## src/rtl/core/drkg_pkg.sv

```systemverilog
// Shared constants, types and permutation functions of the DES round key generator.
package drkg_pkg;

    localparam int KEY_W    = 64;
    localparam int ROUND_W  = 5;
    localparam int SUBKEY_W = 48;
    localparam int HALF_W   = 28;
    localparam int CD_W     = 2 * HALF_W;
    localparam int SHIFT_W  = 5;
    localparam int ROUNDS   = 17;

    localparam logic [ROUND_W-1:0] LAST_ROUND = ROUND_W'(ROUNDS - 1);

    typedef logic [KEY_W-1:0]    t_key;
    typedef logic [ROUND_W-1:0]  t_round;
    typedef logic [SUBKEY_W-1:0] t_subkey;
    typedef logic [HALF_W-1:0]   t_half;
    typedef logic [CD_W-1:0]     t_cd;
    typedef logic [SHIFT_W-1:0]  t_shift;

    localparam logic [6:0] PC1_TAB [CD_W] = '{
        7'd57, 7'd49, 7'd41, 7'd33, 7'd25, 7'd17, 7'd9,
        7'd1,  7'd58, 7'd50, 7'd42, 7'd34, 7'd26, 7'd18,
        7'd10, 7'd2,  7'd59, 7'd51, 7'd43, 7'd35, 7'd27,
        7'd19, 7'd11, 7'd3,  7'd60, 7'd52, 7'd44, 7'd36,
        7'd63, 7'd55, 7'd47, 7'd39, 7'd31, 7'd23, 7'd15,
        7'd7,  7'd62, 7'd54, 7'd46, 7'd38, 7'd30, 7'd22,
        7'd14, 7'd6,  7'd61, 7'd53, 7'd45, 7'd37, 7'd29,
        7'd21, 7'd13, 7'd5,  7'd28, 7'd20, 7'd12, 7'd4
    };

    localparam logic [5:0] PC2_TAB [SUBKEY_W] = '{
        6'd14, 6'd17, 6'd11, 6'd24, 6'd1,  6'd5,
        6'd3,  6'd28, 6'd15, 6'd6,  6'd21, 6'd10,
        6'd23, 6'd19, 6'd12, 6'd4,  6'd26, 6'd8,
        6'd16, 6'd7,  6'd27, 6'd20, 6'd13, 6'd2,
        6'd41, 6'd52, 6'd31, 6'd37, 6'd47, 6'd55,
        6'd30, 6'd40, 6'd51, 6'd45, 6'd33, 6'd48,
        6'd44, 6'd49, 6'd39, 6'd56, 6'd34, 6'd53,
        6'd46, 6'd42, 6'd50, 6'd36, 6'd29, 6'd32
    };

    localparam logic [SHIFT_W-1:0] TOTAL_SHIFT [ROUNDS] = '{
        5'd0,  5'd1,  5'd2,  5'd4,  5'd6,  5'd8,  5'd10, 5'd12, 5'd14,
        5'd15, 5'd17, 5'd19, 5'd21, 5'd23, 5'd25, 5'd27, 5'd28
    };

    function automatic t_cd choice_one(input t_key key);
        t_cd res;
        res = '0;
        for (int i = 0; i < CD_W; i++) begin
            res[CD_W-1-i] = key[KEY_W - int'(PC1_TAB[i])];
        end
        return res;
    endfunction

    function automatic t_subkey choice_two(input t_cd cd);
        t_subkey res;
        res = '0;
        for (int i = 0; i < SUBKEY_W; i++) begin
            res[SUBKEY_W-1-i] = cd[CD_W - int'(PC2_TAB[i])];
        end
        return res;
    endfunction

    function automatic t_half rotl_half(input t_half half, input t_shift amount);
        logic [2*HALF_W-1:0] dbl;
        dbl = {half, half} << amount;
        return dbl[2*HALF_W-1:HALF_W];
    endfunction

endpackage

```

## src/rtl/core/drkg_req_if.sv

```systemverilog
// Request channel carrying a round number.
interface drkg_req_if;
    logic                  valid;
    logic                  ready;
    drkg_pkg::t_round      round_number;

    modport source (output valid, output round_number, input ready);
    modport sink   (input valid, input round_number, output ready);
endinterface

```

## src/rtl/core/drkg_rsp_if.sv

```systemverilog
// Response channel carrying a round subkey.
interface drkg_rsp_if;
    logic                  valid;
    logic                  ready;
    drkg_pkg::t_subkey     round_subkey;

    modport source (output valid, output round_subkey, input ready);
    modport sink   (input valid, input round_subkey, output ready);
endinterface

```

## src/rtl/core/drkg_sched.sv

```systemverilog
// Lookup stage: saturate the round number and look up the cumulative rotation.
module drkg_sched (
    input  logic                i_clk,
    input  logic                i_rst_n,
    input  logic                i_valid,
    output logic                o_ready,
    input  drkg_pkg::t_round    i_round,
    output logic                o_valid,
    input  logic                i_ready,
    output drkg_pkg::t_shift    o_shift
);
    logic             r_valid;
    drkg_pkg::t_shift r_shift;
    drkg_pkg::t_round n_round;

    assign o_ready = !r_valid || i_ready;
    assign n_round = (i_round > drkg_pkg::LAST_ROUND) ? drkg_pkg::LAST_ROUND : i_round;

    always_ff @(posedge i_clk) begin
        if (!i_rst_n) begin
            r_valid <= 1'b0;
        end else if (o_ready) begin
            r_valid <= i_valid;
        end
    end

    always_ff @(posedge i_clk) begin
        if (o_ready && i_valid) begin
            r_shift <= drkg_pkg::TOTAL_SHIFT[n_round];
        end
    end

    assign o_valid = r_valid;
    assign o_shift = r_shift;
endmodule

```

## src/rtl/core/drkg_rotate.sv

```systemverilog
// Rotation stage: parity-dropping key permutation and left rotation of both halves.
module drkg_rotate (
    input  logic                i_clk,
    input  logic                i_rst_n,
    input  drkg_pkg::t_key      i_key,
    input  logic                i_valid,
    output logic                o_ready,
    input  drkg_pkg::t_shift    i_shift,
    output logic                o_valid,
    input  logic                i_ready,
    output drkg_pkg::t_cd       o_cd
);
    logic            r_valid;
    drkg_pkg::t_cd   r_cd;
    drkg_pkg::t_cd   pc1;
    drkg_pkg::t_half c_rot;
    drkg_pkg::t_half d_rot;

    assign o_ready = !r_valid || i_ready;
    assign pc1     = drkg_pkg::choice_one(i_key);
    assign c_rot   = drkg_pkg::rotl_half(pc1[drkg_pkg::CD_W-1:drkg_pkg::HALF_W], i_shift);
    assign d_rot   = drkg_pkg::rotl_half(pc1[drkg_pkg::HALF_W-1:0], i_shift);

    always_ff @(posedge i_clk) begin
        if (!i_rst_n) begin
            r_valid <= 1'b0;
        end else if (o_ready) begin
            r_valid <= i_valid;
        end
    end

    always_ff @(posedge i_clk) begin
        if (o_ready && i_valid) begin
            r_cd <= {c_rot, d_rot};
        end
    end

    assign o_valid = r_valid;
    assign o_cd    = r_cd;
endmodule

```

## src/rtl/core/drkg_select.sv

```systemverilog
// Output stage: compress the rotated halves into the subkey and hold it in the output register.
module drkg_select (
    input  logic                i_clk,
    input  logic                i_rst_n,
    input  logic                i_valid,
    output logic                o_ready,
    input  drkg_pkg::t_cd       i_cd,
    output logic                o_valid,
    input  logic                i_ready,
    output drkg_pkg::t_subkey   o_subkey
);
    logic              r_valid;
    drkg_pkg::t_subkey r_subkey;

    assign o_ready = !r_valid || i_ready;

    always_ff @(posedge i_clk) begin
        if (!i_rst_n) begin
            r_valid <= 1'b0;
        end else if (o_ready) begin
            r_valid <= i_valid;
        end
    end

    always_ff @(posedge i_clk) begin
        if (o_ready && i_valid) begin
            r_subkey <= drkg_pkg::choice_two(i_cd);
        end
    end

    assign o_valid  = r_valid;
    assign o_subkey = r_subkey;
endmodule

```

## src/rtl/core/des_round_key_generator.sv

```systemverilog
// DES round key generator: returns the 48-bit subkey of a requested round.
//
// Load the 64-bit key through i_cfg_wr_en / i_cfg_wr_data while no request
// is in flight; parity bits are ignored. Each request on i_req carries a
// round number 0..16 (larger values give round 16) and yields exactly one
// response on o_rsp carrying the subkey, in request order.
// The datapath is three register stages: rotation lookup, parity-dropping key
// permutation with half rotation, subkey compression into the output register.
// Throughput is one request per cycle, limited by nothing but the stage
// registers and by back-pressure from o_rsp.ready.
// When the receiver holds o_rsp.ready low the response stays on the port and
// the stages behind it keep filling; i_req.ready falls only once all three
// stages hold a request. Nothing is dropped or repeated.
// Reset clears every stage valid bit and sets the key to zero.
module des_round_key_generator (
    input  logic                 i_clk,
    input  logic                 i_rst_n,
    input  logic                 i_cfg_wr_en,
    input  drkg_pkg::t_key       i_cfg_wr_data,
    drkg_req_if.sink             i_req,
    drkg_rsp_if.source           o_rsp
);
    drkg_pkg::t_key   r_cipher_key;
    logic             s1_valid;
    logic             s1_ready;
    drkg_pkg::t_shift s1_shift;
    logic             s2_valid;
    logic             s2_ready;
    drkg_pkg::t_cd    s2_cd;
    logic             s3_ready;

    always_ff @(posedge i_clk) begin
        if (!i_rst_n) begin
            r_cipher_key <= '0;
        end else if (i_cfg_wr_en) begin
            r_cipher_key <= i_cfg_wr_data;
        end
    end

    drkg_sched u_sched (
        .i_clk   (i_clk),
        .i_rst_n (i_rst_n),
        .i_valid (i_req.valid),
        .o_ready (i_req.ready),
        .i_round (i_req.round_number),
        .o_valid (s1_valid),
        .i_ready (s1_ready),
        .o_shift (s1_shift)
    );

    drkg_rotate u_rotate (
        .i_clk   (i_clk),
        .i_rst_n (i_rst_n),
        .i_key   (r_cipher_key),
        .i_valid (s1_valid),
        .o_ready (s1_ready),
        .i_shift (s1_shift),
        .o_valid (s2_valid),
        .i_ready (s2_ready),
        .o_cd    (s2_cd)
    );

    drkg_select u_select (
        .i_clk    (i_clk),
        .i_rst_n  (i_rst_n),
        .i_valid  (s2_valid),
        .o_ready  (s2_ready),
        .i_cd     (s2_cd),
        .o_valid  (o_rsp.valid),
        .i_ready  (s3_ready),
        .o_subkey (o_rsp.round_subkey)
    );

    assign s3_ready = o_rsp.ready;

    a_reset_empties: assert property (@(posedge i_clk)
        !i_rst_n |=> (!s1_valid && !s2_valid && !o_rsp.valid))
        else $error("pipeline not empty after reset");

    a_req_enters: assert property (@(posedge i_clk) disable iff (!i_rst_n)
        (i_req.valid && i_req.ready) |=> s1_valid)
        else $error("accepted request missing from first stage");

    a_s1_advances: assert property (@(posedge i_clk) disable iff (!i_rst_n)
        (s1_valid && s1_ready) |=> s2_valid)
        else $error("first stage request lost on the way to second stage");

    a_s2_advances: assert property (@(posedge i_clk) disable iff (!i_rst_n)
        (s2_valid && s2_ready) |=> o_rsp.valid)
        else $error("second stage request lost on the way to output");
endmodule
```

## src/flat_wrapper.sv

```systemverilog
// flat-port wrapper written by rule: the top's interface ports become plain ports
module des_round_key_generator_flat 
  (i_clk, i_rst_n, i_cfg_wr_en, i_cfg_wr_data, i_req_valid, i_req_round_number, i_req_ready, o_rsp_valid, o_rsp_round_subkey, o_rsp_ready);
  drkg_req_if i_req_i ();
  drkg_rsp_if o_rsp_i ();
  input  logic i_clk;
  input  logic i_rst_n;
  input  logic i_cfg_wr_en;
  input  drkg_pkg::t_key i_cfg_wr_data;
  input wire logic [$bits(i_req_i.valid)-1:0] i_req_valid;
  input wire logic [$bits(i_req_i.round_number)-1:0] i_req_round_number;
  output wire logic [$bits(i_req_i.ready)-1:0] i_req_ready;
  output wire logic [$bits(o_rsp_i.valid)-1:0] o_rsp_valid;
  output wire logic [$bits(o_rsp_i.round_subkey)-1:0] o_rsp_round_subkey;
  input wire logic [$bits(o_rsp_i.ready)-1:0] o_rsp_ready;
  assign i_req_i.valid = i_req_valid;
  assign i_req_i.round_number = i_req_round_number;
  assign i_req_ready = i_req_i.ready;
  assign o_rsp_valid = o_rsp_i.valid;
  assign o_rsp_round_subkey = o_rsp_i.round_subkey;
  assign o_rsp_i.ready = o_rsp_ready;
  des_round_key_generator u_core (.i_clk(i_clk), .i_rst_n(i_rst_n), .i_cfg_wr_en(i_cfg_wr_en), .i_cfg_wr_data(i_cfg_wr_data), .i_req(i_req_i), .o_rsp(o_rsp_i));
endmodule
```

## config.mk

```make
export PLATFORM = sky130hd
export DESIGN_NAME = des_round_key_generator_flat
export DESIGN_NICKNAME = d
export VERILOG_FILES = /design/src/rtl/core/drkg_pkg.sv /design/src/rtl/core/drkg_req_if.sv /design/src/rtl/core/drkg_rsp_if.sv /design/src/rtl/core/drkg_sched.sv /design/src/rtl/core/drkg_rotate.sv /design/src/rtl/core/drkg_select.sv /design/src/rtl/core/des_round_key_generator.sv /design/src/flat_wrapper.sv
export SDC_FILE = /design/constraint.sdc
export NUM_CORES = 1
export LEC_CHECK = 0
export BUFFER_PORTS_ARGS = -buffer_cell sky130_fd_sc_hd__buf_2
export CAP_MARGIN = 20
export CORE_AREA = 2 2 169 171
export DETAILED_ROUTE_END_ITERATION = 10
export DIE_AREA = 0 0 171 173
export PLACE_DENSITY_LB_ADDON = 0.2
export SKIP_CTS_REPAIR_TIMING = 1
export SLEW_MARGIN = 5
export SYNTH_ARGS = -nofsm -noshare
export SYNTH_HDL_FRONTEND = slang
export SYNTH_SLANG_ARGS = --single-unit
```

## constraint.sdc

```tcl
create_clock -name i_clk -period 8.5 [get_ports i_clk]
set_input_delay 1.275 -clock i_clk [delete_from_list [all_inputs] [get_ports i_clk]]
set_output_delay 1.275 -clock i_clk [all_outputs]
set_load 0.02 [all_outputs]
```

* Yosys cells after proc, flatten, opt, wreduce, memory -nomap -nowiden
Memory sizes are Yosys's and may differ from the RTL's. A register that Yosys moved wholly into a read port is not among the register bits.
Cells that the tools add are included.
** Storage, ports and cells
- Output and inout bits :: 50
- Bits of input ports :: 74
- Memories :: 1
- Flip-flop bits (word level) :: 171
- Memory bits (read-only) :: 160
- Logic and storage cells :: 21
** Operators by class
- Shifts and indexed selects :: 2
- Reduce and logical (&&, ||, !) cells :: 9
- Mux-type cells :: 1
- Bitwise operators :: 1
- Magnitude comparators :: 1
** Memories
- (no name shown) :: words 32, width 5, rd ports 1, clocked after Yosys merged registers in 1, write ports 0, RTL line drkg_sched.sv:29 : r_shift <= drkg_pkg::TOTAL_SHIFT[n_round];
** Operators with widths (count)
- left shift 56 x 5 -> 56 bit :: 2
- NOT 5 -> 6 bit :: 1
- greater-than comparator 5 bit (second input constant) :: 1
- two-way mux 5 bit :: 1
- logical AND 1 bit :: 3
- logical NOT 1 bit :: 3
- logical OR 1 bit :: 3

* Longest topological paths before layout
- Depth in word-level cells :: 5
- Mapped depth :: 8
- Gate-level depth less buffers :: 7

* Cells and area by module
From an unflattened synthesis, not the netlist that was laid out.
** Unflattened totals
- Cells, all modules :: 809
- Area total of the unflattened synthesis :: 10368.7 µm²
** By module, submodules not included
- drkg_rotate :: cells each 518, sequential area each 1701.6 µm², area an instance 6099.6 µm², times used 1
- des_round_key_generator :: cells each 206, sequential area each 1281.2 µm², area an instance 2451.1 µm², times used 1
- drkg_select :: cells each 53, sequential area each 1461.4 µm², area an instance 1498.9 µm², times used 1
- drkg_sched :: cells each 32, sequential area each 170.2 µm², area an instance 319.1 µm², times used 1

* Least setup slack after synthesis
No wires, ideal clock.
- Path type :: input port to flip-flop
- Start point :: input o_rsp_ready
- End point :: register u_core.u_rotate.r_cd[0], in the netlist u_core.u_rotate.o_cd[0], enable pin
- Required time :: 7973 ps
- Path slack :: 3087 ps
- Cell stages on the path :: 2
- Setup time :: 527 ps
- Arrival time :: 4886 ps
- Path buffers :: 0
- Cells stage by stage :: nor2b_1 -> a21boi_0
** Between the ends
- Cells in the longest elaborated chain, start to end :: 3
** RTL lines
- start: declaration :: RTL line flat_wrapper.sv:15 : input wire logic [$bits(o_rsp_i.ready)-1:0] o_rsp_ready;
- logical OR 1 bit :: RTL line drkg_select.sv:15 : assign o_ready = !r_valid || i_ready;
- logical OR 1 bit :: RTL line drkg_rotate.sv:19 : assign o_ready = !r_valid || i_ready;
- logical AND 1 bit :: RTL line drkg_rotate.sv:33 : if (o_ready && i_valid) begin
- end signal: assignment :: RTL line drkg_rotate.sv:34 : r_cd <= {c_rot, d_rot};
- end: declaration :: RTL line drkg_rotate.sv:14 : drkg_pkg::t_cd r_cd;
Every way passes these cells.
A chain may end at the register's enable or synchronous reset.

* Worst setup path after layout
- Start point :: input o_rsp_ready
- End point :: output i_req_ready
** Between the ends
- Cells in the longest elaborated chain, start to end :: 3
** RTL lines
- logical OR 1 bit :: RTL line drkg_select.sv:15
- logical OR 1 bit :: RTL line drkg_rotate.sv:19
- logical OR 1 bit :: RTL line drkg_sched.sv:16 : assign o_ready = !r_valid || i_ready;
- end: declaration :: RTL line flat_wrapper.sv:12 : output wire logic [$bits(i_req_i.ready)-1:0] i_req_ready;
Every way passes these cells.

==> run_summary.xml <==
<?xml version="1.0" encoding="UTF-8"?>
<metrics>
  <group name="setup_path">
    <metric name="max_stage_delay" unit="ps">480</metric>
    <metric name="path_max_fanout" unit="">6</metric>
    <metric name="path_common_cell" unit="">sky130_fd_sc_hd__buf_2</metric>
    <metric name="crit_chain" unit="">buf_2 &gt; nor2b_1 &gt; nand3_1 &gt; buf_2</metric>
    <metric name="worst_path_required_time" unit="ps">7220</metric>
    <metric name="end_kind" unit="">primary output</metric>
    <metric name="startpoint_type" unit="">input port</metric>
    <metric name="critical_path.slowest_cell" unit="">sky130_fd_sc_hd__nor2b_1</metric>
    <metric name="critPathArrivalTime" unit="ps">2210</metric>
    <metric name="critical_path_class" unit="">in2out</metric>
  </group>
  <group name="routing">
    <metric name="drtAntennaViolNets" unit="">0</metric>
    <metric name="wire_per_inst" unit="um">20.3</metric>
    <metric name="vias_per_cell" unit="">5.52</metric>
    <metric name="detail_route.iter0.violations" unit="">743</metric>
    <metric name="drt_drc_violations_left" unit="">0</metric>
    <metric name="drt-pass1-iter-count" unit="">5</metric>
    <metric name="routed_wirelength" unit="um">24600</metric>
    <metric name="dr_total_vias" unit="">6682</metric>
  </group>
  <group name="synthesis">
    <metric name="yosys_warnings" unit="">0</metric>
    <metric name="synth_fp_nets" unit="">816</metric>
    <metric name="count_of_flip_flops_with_a_built_in_enable_after_synthesis" unit="">101</metric>
    <metric name="synth_cells" unit="">736</metric>
    <metric name="synth_top_cells_by_count" unit="">101 x sky130_fd_sc_hd__edfxtp_1, 91 x sky130_fd_sc_hd__mux2i_1, 78 x sky130_fd_sc_hd__mux4_2</metric>
    <metric name="synth_top_cell_area_share" unit="%">31.5</metric>
    <metric name="synthFlopType" unit="">sky130_fd_sc_hd__edfxtp_1</metric>
    <metric name="synth_area_leaders" unit="">sky130_fd_sc_hd__edfxtp_1 31%, sky130_fd_sc_hd__mux4_2 18%, sky130_fd_sc_hd__dfxtp_1 12%</metric>
    <metric name="seq_area_frac_synth" unit="%">43.7</metric>
    <metric name="syn-cell-area" unit="um2">9640</metric>
    <metric name="post_synth.cell_area_avg" unit="um2">13.1</metric>
    <metric name="post-synth-top-count-cell" unit="">sky130_fd_sc_hd__edfxtp_1</metric>
    <metric name="postSynth.asyncResetShare" unit="%">0</metric>
    <metric name="synthesized_flop_and_latch_total" unit="">160</metric>
    <metric name="synth_area_leader_cell" unit="">sky130_fd_sc_hd__edfxtp_1</metric>
    <metric name="ys_types" unit="">52</metric>
  </group>
  <group name="power">
    <metric name="netSwitchingFraction" unit="%">28.6</metric>
    <metric name="power_report.internal_total" unit="uW">1560</metric>
    <metric name="powerDensity" unit="nW/um2">197</metric>
    <metric name="share_comb_of_total_power" unit="%">20.3</metric>
    <metric name="worst_ir_drop_vdd" unit="uV">83.1</metric>
    <metric name="power_share_of_the_clock_group" unit="%">37.2</metric>
    <metric name="power.static_leakage" unit="uW">0.00425</metric>
    <metric name="power_frac_seq" unit="%">42.4</metric>
    <metric name="p_sw" unit="uW">625</metric>
  </group>
  <group name="place">
    <metric name="detailed_place.area" unit="um2">10500</metric>
    <metric name="port_buffers" unit="">115</metric>
    <metric name="final_weighted_congestion_of_routability_driven_global_placement" unit="">0.840</metric>
    <metric name="detailedPlacementHpwl" unit="um">17100</metric>
  </group>
  <group name="global_routing">
    <metric name="grt_use_total" unit="%">17.0</metric>
    <metric name="number_of_global_route_vias_before_repair" unit="">6361</metric>
    <metric name="grt_first_pass_wirelength" unit="um">38900</metric>
    <metric name="grt_max_degree" unit="">77</metric>
    <metric name="antenna_found_initial" unit="">0</metric>
    <metric name="grt_remaining_overflow" unit="">0</metric>
  </group>
  <group name="sta">
    <metric name="finalHoldViolCount" unit="">0</metric>
    <metric name="max-slew-margin-rel" unit="%">32.4</metric>
    <metric name="clock-skew-final" unit="ps">17.2</metric>
    <metric name="setup_total_negative_slack" unit="ps">0</metric>
    <metric name="fmax" unit="MHz">287</metric>
    <metric name="timing_max_transition_violations_final" unit="">0</metric>
    <metric name="min_period" unit="ps">3490</metric>
    <metric name="final-setup-viol-count" unit="">0</metric>
    <metric name="layout_worst_path_cycle_share" unit="%">41.0</metric>
    <metric name="grt_setup_unrepaired" unit="">false</metric>
    <metric name="measured_slew_at_the_worst_slew_check_pin" unit="ps">1010</metric>
  </group>
  <group name="layout">
    <metric name="antenna_cells" unit="">0</metric>
    <metric name="syn2layout_area_growth" unit="%">15.4</metric>
    <metric name="layout.nets" unit="">900</metric>
    <metric name="layout-drive-gt1-share" unit="%">34.0</metric>
    <metric name="stdcell_area" unit="um2">11100</metric>
  </group>
  <group name="cts">
    <metric name="cts_num_sinks" unit="">160</metric>
    <metric name="cts.htree.levels" unit="">4</metric>
    <metric name="cts.clk_slew.worst_paths" unit="ps">70</metric>
    <metric name="clock_tree.root_cell" unit="">sky130_fd_sc_hd__clkbuf_16</metric>
    <metric name="largest_buffer_count_on_any_clock_path" unit="">2</metric>
    <metric name="clk_latency" unit="ps">440</metric>
    <metric name="tritoncts_buffers" unit="">17</metric>
    <metric name="tritoncts" unit="">yes</metric>
  </group>
  <group name="hold_path">
    <metric name="hp-class" unit="">reg2reg</metric>
  </group>
  <group name="floorplanning">
    <metric name="rows" unit="">61</metric>
    <metric name="die-area" unit="um2">29600</metric>
    <metric name="coreArea" unit="um2">27600</metric>
    <metric name="initial_utilization" unit="%">34.9</metric>
    <metric name="chipWidth" unit="um">171</metric>
    <metric name="die_height" unit="um">173</metric>
    <metric name="floorplan.io_pins" unit="">124</metric>
  </group>
  <group name="run_status">
    <metric name="status" unit="">completed</metric>
  </group>
  <group name="run">
    <metric name="number_of_violations_of_the_max_capacitance_limit" unit="">0</metric>
  </group>
</metrics>
-- registers in the layout, summed over array words and instances, names as in the netlist --
register / flops
u_core.r_cipher_key: 56
u_core.u_rotate.o_cd: 48
u_core.u_rotate.o_valid: 1
u_core.u_sched.o_shift: 5
u_core.u_sched.o_valid: 1
u_core.u_select.o_subkey: 48
u_core.u_select.o_valid: 1
-- per-layer routing --
| layer | vias up | part of all wire (%) | GRT usage (%) |
|---|---|---|---|
| met5 | - | 0 | 0 |
| met4 | 0 | 0.89 | 3.92 |
| met3 | 18 | 6.9 | 4.39 |
| met2 | 274 | 41 | 22.0 |
| met1 | 3307 | 51 | 27.5 |
| li1 | 3083 | - | - |
-- cell usage in the layout, fill, tap and decap left out, types with 6 or more instances in the layout --
cell type,n
sky130_fd_sc_hd__a211oi_1,6
sky130_fd_sc_hd__ha_1,6
sky130_fd_sc_hd__o21ai_0,6
sky130_fd_sc_hd__mux2i_1,91
sky130_fd_sc_hd__a221o_1,8
sky130_fd_sc_hd__a21oi_1,13
sky130_fd_sc_hd__mux2_2,38
sky130_fd_sc_hd__edfxtp_1,101
sky130_fd_sc_hd__nor2_1,29
sky130_fd_sc_hd__o21ai_1,9
sky130_fd_sc_hd__nand2_1,32
sky130_fd_sc_hd__buf_2,115
sky130_fd_sc_hd__mux2_1,26
sky130_fd_sc_hd__o22ai_1,38
sky130_fd_sc_hd__mux4_2,78
sky130_fd_sc_hd__buf_4,8
sky130_fd_sc_hd__dfxtp_1,59
sky130_fd_sc_hd__clkbuf_16,17
sky130_fd_sc_hd__a22oi_1,6
sky130_fd_sc_hd__nor2b_1,61
sky130_fd_sc_hd__inv_1,7
-- cell families after synthesis --
logic type | after synthesis | synth area share [%]
mux | 236 | 35.6
flops | 160 | 43.7
simple gates | 143 | 7.65
compound gates | 120 | 8.69
buf+inv | 70 | 3.45
fa+ha+maj | 6 | 0.779
xor+xnor | 1 | 0.0909
-- critical path: cells and delay by family --
| kind | cells | cell delay [ps] |
|---|---|---|
| buf+inv | 2 | 290 |
| simple gates | 2 | 650 |
-- area by class of cell --
class / instances / area (um2)
Fill cell: 2690 / 16500
Sequential cell: 160 / 4210
Clock inverter: 15 / 198
Multi-Input combinational cell: 506 / 5110
Clock buffer: 17 / 425
Tap cell: 378 / 473
Inverter: 11 / 41.3
Timing Repair Buffer: 124 / 663
-- metrics by stage --
stage	hold slack [ps]	util (%)	cells	setup slack, ps	total power (uW)
floorplan	400	-	736	3090	1270
global placement	403	37.9	1178	4800	1380
detailed placement	405	37.9	1178	4780	1380
CTS	414	40.2	1210	4770	2200
global route	428	40.3	1211	4890	2290
finish	411	40.3	1211	5010	2190
-- power groups by stage --
stage               Sequential, uW  Clock (uW)  Combinational, uW
floorplan                      934           0                334
global placement               948           0                434
detailed placement             949           0                433
CTS                            932         836                435
global route                   934         869                483
finish                         929         815                445
-- final timing paths --
kind / from / end / slack, ps / cells past startpoint
worst max-delay path: o_rsp_ready / i_req_ready / 5010 / 4
worst min-delay path: u_core.u_rotate.o_cd[3] / u_core.u_select.o_subkey[6] / 410 / 0
worst max register to register: u_core.u_sched.o_shift[1] / u_core.u_rotate.o_cd[16] / 5210 / 5
worst min register to register: u_core.u_rotate.o_cd[3] / u_core.u_select.o_subkey[6] / 410 / 0
Power figures use the tool's default switching activity.
